--- config.mk ---
export PLATFORM = sky130hd
export DESIGN_NAME = shortest_job_ready_queue
export DESIGN_NICKNAME = d
export VERILOG_FILES = /design/src/hdl/sjrq_pkg.sv /design/src/hdl/sjrq_cell.sv /design/src/hdl/shortest_job_ready_queue.sv
export SDC_FILE = /design/constraint.sdc
export NUM_CORES = 2
export LEC_CHECK = 0
export ABC_AREA = 1
export BUFFER_PORTS_ARGS = -buffer_cell sky130_fd_sc_hd__buf_2
export CELL_PAD_IN_SITES_DETAIL_PLACEMENT = 1
export CELL_PAD_IN_SITES_GLOBAL_PLACEMENT = 2
export CORE_MARGIN = 4
export CORE_UTILIZATION = 35
export CTS_CLUSTER_SIZE = 20
export DETAILED_ROUTE_END_ITERATION = 12
export PLACE_DENSITY_LB_ADDON = 0.2
export SLEW_MARGIN = 20
export SYNTH_ARGS = -nofsm -noshare
export SYNTH_HDL_FRONTEND = slang
export SYNTH_SLANG_ARGS = --single-unit
--- constraint.sdc ---
create_clock -name clk -period 6.4 [get_ports clk]
set_input_delay 0.64 -clock clk [delete_from_list [all_inputs] [get_ports clk]]
set_output_delay 0.64 -clock clk [all_outputs]
set_load 0.01 [all_outputs]
--- src/hdl/sjrq_pkg.sv ---
// package: types, sizes and codes of the shortest-job-first ready queue
`timescale 1ns / 1ps
package sjrq_pkg;

	localparam int QUEUE_DEPTH = 16;
	localparam int CNT_W       = $clog2(QUEUE_DEPTH + 1);
	localparam int OCC_W       = 5;
	localparam int FIELD_W     = 16;

	localparam logic CMD_PUSH = 1'b0;
	localparam logic CMD_POP  = 1'b1;

	localparam logic [1:0] STAT_OK    = 2'd0;
	localparam logic [1:0] STAT_EMPTY = 2'd1;
	localparam logic [1:0] STAT_FULL  = 2'd2;

	typedef struct packed {
		logic [FIELD_W-1:0] id;
		logic [FIELD_W-1:0] arrival;
		logic [FIELD_W-1:0] burst;
		logic [FIELD_W-1:0] remaining;
	} rec_t;

	typedef struct packed {
		logic push;
		logic pop;
	} cell_ctl_t;

	typedef struct packed {
		logic [1:0]       status;
		rec_t             rec;
		logic [OCC_W-1:0] occ;
	} res_t;

endpackage

--- src/hdl/sjrq_cell.sv ---
// one slot of the sorted chain: holds a record, shifts or inserts
`timescale 1ns / 1ps
module sjrq_cell (
	input  logic              clk,
	input  sjrq_pkg::cell_ctl_t ctl,
	input  logic              held,
	input  sjrq_pkg::rec_t    new_rec,
	input  logic              prev_gt,
	input  sjrq_pkg::rec_t    prev_rec,
	input  sjrq_pkg::rec_t    next_rec,
	output logic              gt,
	output sjrq_pkg::rec_t    rec
);
	import sjrq_pkg::*;

	rec_t rec_q;

	// new item goes in front of this slot when slot is empty or its key is larger
	assign gt  = !held || (rec_q.remaining > new_rec.remaining);
	assign rec = rec_q;

	always_ff @(posedge clk) begin
		if (ctl.pop) begin
			rec_q <= next_rec;
		end else if (ctl.push && gt) begin
			if (prev_gt) begin
				rec_q <= prev_rec;
			end else begin
				rec_q <= new_rec;
			end
		end
	end

endmodule

--- src/hdl/shortest_job_ready_queue.sv ---
// top level: shortest-job-first ready queue built from a chain of sorted slots
//
// input channel (in_valid/in_ready): cmd 0 pushes the record given by proc_id,
// arrival_in, burst_in and remaining_in; cmd 1 pops the record with the
// smallest remaining time, the earliest pushed winning among equal keys.
// output channel (out_valid/out_ready): exactly one result per item, with a
// status (ok, pop on empty, push dropped when full), the popped record or
// zeros, and the number of records held after the item.
// every slot compares its key with the pushed key in parallel and then loads
// the new record, takes its left neighbour or holds; a pop shifts the whole
// chain one slot towards the head. so one item is taken per cycle while in_ready
// is high, and its result is registered in the output buffer.
// results wait in a two-entry output buffer: while the receiver stalls one
// more item is still taken, then in_ready drops until a result leaves.
// after reset the queue is empty and the output buffer holds no result.
`timescale 1ns / 1ps
module shortest_job_ready_queue (
	input  logic                         clk,
	input  logic                         arst_n,
	input  logic                         in_valid,
	output logic                         in_ready,
	input  logic                         cmd,
	input  logic [sjrq_pkg::FIELD_W-1:0] proc_id,
	input  logic [sjrq_pkg::FIELD_W-1:0] arrival_in,
	input  logic [sjrq_pkg::FIELD_W-1:0] burst_in,
	input  logic [sjrq_pkg::FIELD_W-1:0] remaining_in,
	output logic                         out_valid,
	input  logic                         out_ready,
	output logic [1:0]                   status,
	output logic [sjrq_pkg::FIELD_W-1:0] out_id,
	output logic [sjrq_pkg::FIELD_W-1:0] out_arrival,
	output logic [sjrq_pkg::FIELD_W-1:0] out_burst,
	output logic [sjrq_pkg::FIELD_W-1:0] out_remaining,
	output logic [sjrq_pkg::OCC_W-1:0]   occupancy
);
	import sjrq_pkg::*;

	logic             acc_in;
	logic             acc_out;
	logic             full;
	logic             empty;
	logic             do_push;
	logic             do_pop;
	cell_ctl_t        ctl;
	rec_t             new_rec;
	rec_t             zero_rec;
	rec_t             cell_rec [QUEUE_DEPTH];
	logic             cell_gt  [QUEUE_DEPTH];
	logic [CNT_W-1:0] held_count_q;
	logic [CNT_W-1:0] count_next;
	res_t             res;
	res_t             head_q;
	res_t             tail_q;
	logic [1:0]       fill_q;

	assign in_ready  = (fill_q != 2'd2);
	assign out_valid = (fill_q != 2'd0);
	assign acc_in    = in_valid && in_ready;
	assign acc_out   = out_valid && out_ready;

	assign full    = (held_count_q == CNT_W'(QUEUE_DEPTH));
	assign empty   = (held_count_q == '0);
	assign do_push = acc_in && (cmd == CMD_PUSH) && !full;
	assign do_pop  = acc_in && (cmd == CMD_POP) && !empty;
	assign ctl     = '{push: do_push, pop: do_pop};

	assign new_rec  = '{id: proc_id, arrival: arrival_in, burst: burst_in,
		remaining: remaining_in};
	assign zero_rec = '0;

	genvar gi;
	generate
		for (gi = 0; gi < QUEUE_DEPTH; gi++) begin : g_cell
			logic prev_gt;
			rec_t prev_rec;
			rec_t next_rec;
			if (gi == 0) begin : g_head
				assign prev_gt  = 1'b0;
				assign prev_rec = new_rec;
			end else begin : g_body
				assign prev_gt  = cell_gt[gi-1];
				assign prev_rec = cell_rec[gi-1];
			end
			if (gi == QUEUE_DEPTH - 1) begin : g_last
				assign next_rec = new_rec;
			end else begin : g_inner
				assign next_rec = cell_rec[gi+1];
			end
			sjrq_cell u_cell (
				.clk      (clk),
				.ctl      (ctl),
				.held     (CNT_W'(gi) < held_count_q),
				.new_rec  (new_rec),
				.prev_gt  (prev_gt),
				.prev_rec (prev_rec),
				.next_rec (next_rec),
				.gt       (cell_gt[gi]),
				.rec      (cell_rec[gi])
			);
		end
	endgenerate

	always_comb begin
		count_next = held_count_q;
		if (do_push) begin
			count_next = held_count_q + 1'b1;
		end else if (do_pop) begin
			count_next = held_count_q - 1'b1;
		end
	end

	always_comb begin
		res.occ = OCC_W'(count_next);
		res.rec = zero_rec;
		if (cmd == CMD_PUSH) begin
			res.status = full ? STAT_FULL : STAT_OK;
		end else if (empty) begin
			res.status = STAT_EMPTY;
		end else begin
			res.status = STAT_OK;
			res.rec    = cell_rec[0];
		end
	end

	always_ff @(posedge clk or negedge arst_n) begin
		if (!arst_n) begin
			held_count_q <= '0;
		end else begin
			held_count_q <= count_next;
		end
	end

	// two-entry result buffer
	always_ff @(posedge clk or negedge arst_n) begin
		if (!arst_n) begin
			fill_q <= 2'd0;
		end else begin
			case (fill_q)
				2'd0: begin
					if (acc_in) fill_q <= 2'd1;
				end
				2'd1: begin
					if (acc_in && !acc_out) begin
						fill_q <= 2'd2;
					end else if (!acc_in && acc_out) begin
						fill_q <= 2'd0;
					end
				end
				2'd2: begin
					if (acc_out) fill_q <= 2'd1;
				end
				default: begin
					fill_q <= 2'd0;
				end
			endcase
		end
	end

	always_ff @(posedge clk) begin
		case (fill_q)
			2'd0: begin
				if (acc_in) head_q <= res;
			end
			2'd1: begin
				if (acc_in && acc_out) begin
					head_q <= res;
				end else if (acc_in) begin
					tail_q <= res;
				end
			end
			2'd2: begin
				if (acc_out) head_q <= tail_q;
			end
			default: begin
				head_q <= head_q;
			end
		endcase
	end

	assign status        = head_q.status;
	assign out_id        = head_q.rec.id;
	assign out_arrival   = head_q.rec.arrival;
	assign out_burst     = head_q.rec.burst;
	assign out_remaining = head_q.rec.remaining;
	assign occupancy     = head_q.occ;

endmodule

; Word level (Yosys, flattened, before mapping)
; Index checks and enable logic that the tools add are counted.
[word_totals]
reg_bits = 1173
inputBits = 69
out_inout_bits = 73
wordCells = 269
[op_classes]
n_addsub = 2
magnitude_cmp = 32
n_eq_ne = 8
muxes = 63
n_bitwise = 2
reduce_logical = 84
[op_table]
columns = op, count
row1 = two-way mux 64 bit, 49
row2 = > comparator 16 bit, 16
row3 = two-way mux 71 bit, 3
row4 = case mux 71 bit (3 select lines), 1
row5 = "< comparator 4 x 5 -> 1 bit, first input constant", 8
row6 = nonzero test 2 bit, 17
row7 = logical AND 1 bit, 25
row8 = logical NOT 1 bit, 20
row9 = "< comparator 3 x 5 -> 1 bit, first input constant", 4
row10 = logical OR 1 bit, 16
row11 = two-way mux 2 bit, 6
row12 = "< comparator 1 x 5 -> 1 bit, first input constant", 2
row13 = "< comparator 2 x 5 -> 1 bit, first input constant", 2
row14 = two-way mux 5 bit, 2
row15 = "!= test 2 bit, second input constant", 4
row16 = case mux 2 bit (3 select lines), 1
row17 = AND reduction 3 bit, 2
row18 = "adder 5 x 1 -> 5 bit, second input constant", 1
row19 = "equality test 5 bit, second input constant", 1
row20 = logical NOT 5 bit, 1
row21 = "subtractor 5 x 1 -> 5 bit, second input constant", 1
row22 = AND reduction 4 bit, 1
row23 = "!= test 3 bit, second input constant", 1
row24 = nonzero test 3 bit, 1
row25 = other kinds (5), 6

; Longest topological paths before layout
[logic_depth]
word_depth = 8
ltp_mapped = 18
depth_no_buf = 16

; Hierarchy
; A second synthesis with hierarchy kept.
[hier_totals]
hier_cells = 7385
area_unflattened_um2 = 65113.7
[by_module_without_submodules]
columns = mod, n_inst, cells_per_inst, area_per_inst_um2, seq_area_each_um2
row1 = sjrq_cell, 16, 423, 3636.0, 1921.8
row2 = shortest_job_ready_queue, 1, 617, 6937.9, 4439.3

; Worst setup path before layout
; OpenSTA, ideal clock, no wires.
[synth_path]
path_type = input to register
start = input remaining_in[15] (netlist name)
end = register g_cell[15].u_cell.rec_q (netlist bit g_cell[15].u_cell.rec[0]) (enable)
setup_ns = 0.584
arrival_time_ns = 6.861
required_time_ns = 5.816
setup_slack_ns = -1.044
cell_stages = 11
n_path_buf = 1
path_cell_list = inv_1 clkbuf_1 ha_1 nand2_1 nor2_1 nand2_1 nor3_1 nand2_1 nand2_1 nand2_1 a21boi_0
[synth_via]
elab_chain_len = 4
[synth_rtl]
columns = element, line_no
row1 = "start, declared", shortest_job_ready_queue.sv:26  ; input logic [sjrq_pkg::FIELD_W-1:0] remaining_in,
row2 = > comparator 16 bit, sjrq_cell.sv:19  ; assign gt = !held || (rec_q.remaining > new_rec.remaining);
row3 = logical OR 1 bit, sjrq_cell.sv:19
row4 = logical AND 1 bit, sjrq_cell.sv:25  ; end else if (ctl.push && gt) begin
row5 = nonzero test 2 bit (no source line), --
row6 = "end signal, assigned", sjrq_cell.sv:24  ; rec_q <= next_rec;
row7 = "end signal, assigned", sjrq_cell.sv:27  ; rec_q <= prev_rec;
row8 = "end signal, assigned", sjrq_cell.sv:29  ; rec_q <= new_rec;
row9 = "end, declared", sjrq_cell.sv:16  ; rec_t rec_q;
; Every way passes these cells.
; A chain may end at the register's enable or synchronous reset.

; Worst setup path after layout
[layout_path]
start = input remaining_in[15] (netlist name)
end = register g_cell[10].u_cell.rec_q (netlist bit g_cell[10].u_cell.rec[25]) (data pin)
[layout_via]
elab_chain_len = 5
[layout_rtl]
columns = element, line_no
row1 = > comparator 16 bit, sjrq_cell.sv:19
row2 = logical OR 1 bit, sjrq_cell.sv:19
row3 = two-way mux 64 bit, sjrq_cell.sv:26  ; if (prev_gt) begin
row4 = two-way mux 64 bit, sjrq_cell.sv:25
row5 = two-way mux 64 bit, sjrq_cell.sv:23  ; if (ctl.pop) begin
row6 = "end signal, assigned", sjrq_cell.sv:24
row7 = "end signal, assigned", sjrq_cell.sv:27
row8 = "end signal, assigned", sjrq_cell.sv:29
row9 = "end, declared", sjrq_cell.sv:16
; Every way passes these cells. The select of a mux whose other input is x is not followed.

==> metrics.cfg <==
[timing]
worst_clock_skew_ns = 0.0364
slew_violations = 0
slew_headroom_pct = 24.2
rsz0062_at_grt = no
hold_violations = 0
setup_viol = 0
finalCritPeriodShare_pct = 65.2
hold_ws_ns = 0.131
tns_ns = 0
fmax_mhz = 240
fin_crit_ns = 4.18
setup_ws_ns = 2.22
tightestPinTransition_ns = 1.14

[place]
dp_hpwl_um = 181000
dp_slack_ns = 1.47
placedCellCount = 11200
gp_congestion = 0.829
io_buffers = 141

[worst_setup_path]
crit_chain = buf_2 > inv_1 > buf_4 > ha_1 > a21oi_1 > o21ai_0 > nor2_1 > nand2_1 > nand2_2 > buf_4 > buf_4 > nand3_1 > nand3_1 > nand2_1
required_ns = 6.94
cpMaxStageDelayCell = buf_4
worstSetupPathType = in -> reg
critPathMaxStageDelay_ns = 0.64
critPathLaunchType = input pin
cp.arrival_ns = 4.71
critPathMaxFanout = 36
cp-end-kind = register
path_common_cell = buf_4

[pwr]
swShare_pct = 47.9
switchingPower_mw = 21.3
power.share.combinational_pct = 47.6
p_leak_nw = 36.6
p_int_mw = 23.1
p_per_area_nw_per_um2 = 577
seq_power_share_pct = 34.1
ir_worst_vdd_v = 0.000437
clock_power_share_pct = 18.3

[grt]
grt_max_degree = 136
antenna_found_initial = 22
grt_pass1_vias = 62200
track_usage_pct = 28.5
grt-ovfl-total = 0
grt_pass1_wl_um = 436000

[route]
firstDrtPassIters = 7
drt_iter0_markers = 6452
drt-vias-per-instance = 5.42
wirelength_um = 299000
vias = 61900
ant_nets = 0
wire_per_inst_um = 26.2
drc = 0

[run_status]
status = completed

[floorplanning]
die_width_um = 454
initial_core_util_pct = 35.2
dieArea_um2 = 206000
num_rows = 163
core-area_um2 = 197000
die_h_um = 454
ios = 142

[finish]
layout_common_cells = 3390 x nand2_1, 1888 x nand3_1, 1166 x edfxtp_1
fillCellCount = 23800
seq_area_um2 = 35200
drive_gt1_share_pct = 6.35
nNetsFinal = 8994
layout_commonest_cell = nand2_1
area_delta_synth_final_pct = 10.7
layoutNonFillerInstCount = 11400
multiInputGateArea_um2 = 27900

[yosys]
synth_nets = 9166
synthesis.area_um2 = 69500
ys_top_cells_by_area = edfxtp_1 50%, nand2_1 19%, nand3_1 14%
syn_avg_cell_area_um2 = 7.87
netlist_instances = 8838
synth.distinct_cells = 33
synth_top_area_share_pct = 50.4
synth_seq_cells = 1173
synth_warnings = 0
synth_area_leader_cell = edfxtp_1
yosysSeqAreaShare_pct = 50.6

[cts]
cts_tree = built
cts.sinks = 1173
cts_made_buffers = 148
path_clk_slew_ns = 0.06
clock_latency_ns = 0.82
htreeDepth = 4
postCtsSetupBuffers = 0
root_buffer = clkbuf_16
cts_buffer_depth = 3

[worst_hold_path]
hold_class = in -> reg

[run]
maxCapViolCount = 0

-- area by class of cell --
class	count	area share [%]
Clock inverter	67	0.608
Inverter	1056	5.17
Multi-Input combinational cell	5994	36.3
Timing Repair Buffer	293	2.78
Tap cell	2640	4.29
Clock buffer	187	5.15
Sequential cell	1173	45.7
Antenna cell	7	0.0228
-- layer usage --
metal / global-route usage (%) / share of wire [%] / vias up
met5: 0 / 0.018 / -
met2: 45.5 / 45 / 2192
met4: 6.07 / 1.9 / 4
met3: 4.34 / 7.5 / 347
met1: 41.0 / 45 / 31100
li1: - / - / 28300
-- sequential cells by signal (all words and copies together), names as in the netlist --
signal             cells
out_arrival           16
occupancy              5
tail_q                71
out_remaining         16
held_count_q           5
g_cell.u_cell.rec   1024
out_burst             16
status                 2
fill_q                 2
out_id                16
-- what timing repair did --
action	CTS	global route
gates resized for setup	0	0
hold endpoints to repair	8	0
hold buffers	2	0
-- power by group through the flow --
stage / registers, mW / clock network (mW) / logic (mW)
2_1_floorplan: 14.7 / 0 / 12.5
5_1_grt: 15.5 / 8.57 / 23.1
3_3_place_gp: 15.2 / 0 / 20.5
4_1_cts: 15.1 / 8.28 / 21.0
3_5_place_dp: 15.3 / 0 / 20.9
6_report: 15.2 / 8.12 / 21.2
-- stage by stage --
stage | power (mW) | util (%) | instance area (um2)
finish | 44.4 | 39.0 | 77000
global route | 47.1 | 39.0 | 77000
CTS | 44.4 | 39.0 | 77000
detailed placement | 36.2 | 36.7 | 72500
global placement | 35.7 | 36.7 | 72500
floorplan | 27.2 | - | 69500
-- critical path, delay by kind of cell --
| kind | cells | cell delay (ns) |
|---|---|---|
| buffers and inverters | 5 | 2.24 |
| AND/OR/NAND/NOR | 6 | 1.14 |
| adder cells (fa/ha/maj) | 1 | 0.28 |
| AO/OA/AOI/OAI | 2 | 0.29 |
-- worst paths after layout --
| path | from | end | slack [ns] | depth (start not counted) |
|---|---|---|---|---|
| hold reg to reg | fill_q[0] | fill_q[1] | 0.50 | 1 |
| min in group asynchronous | arst_n | fill_q[1] | 0.24 | 2 |
| setup / recovery | remaining_in[15] | g_cell[10].u_cell.rec[25] | 2.22 | 14 |
| setup reg to reg | held_count_q[1] | g_cell[3].u_cell.rec[63] | 2.33 | 10 |
| hold / removal | out_ready | fill_q[1] | 0.13 | 4 |
| max in group asynchronous | arst_n | held_count_q[3] | 5.95 | 2 |
-- synthesized netlist by cell type --
library cell / instances
a21oi_1: 102
o21ai_0: 87
nor2_4: 1
nand2_1: 3439
dfrtp_1: 7
nor2_1: 156
o31ai_1: 1
nand4_1: 15
o21bai_1: 1
o21ai_2: 1
o21ai_1: 3
a21boi_0: 1
clkinv_1: 1
a41oi_2: 1
o21a_1: 4
edfxtp_1: 1166
buf_2: 312
nand2_2: 2
nor3_1: 8
buf_1: 55
a31oi_1: 3
inv_1: 1046
nand3_1: 1889
buf_6: 1
nand2_4: 1
nor2_2: 3
inv_2: 8
a21o_1: 14
ha_1: 259
clkbuf_1: 222
inv_4: 1
xor2_1: 3
buf_4: 25
-- cell families after synthesis --
family,Yosys count,share of synthesized area (%)
AND/OR/NAND/NOR,5514,33.3
buffers and inverters,1671,9.73
flip-flops,1173,50.6
adder cells (fa/ha/maj),259,4.66
AO/OA/AOI/OAI,218,1.67
XOR/XNOR,3,0.0378
Note: power is estimated with default switching activity, not from simulation.
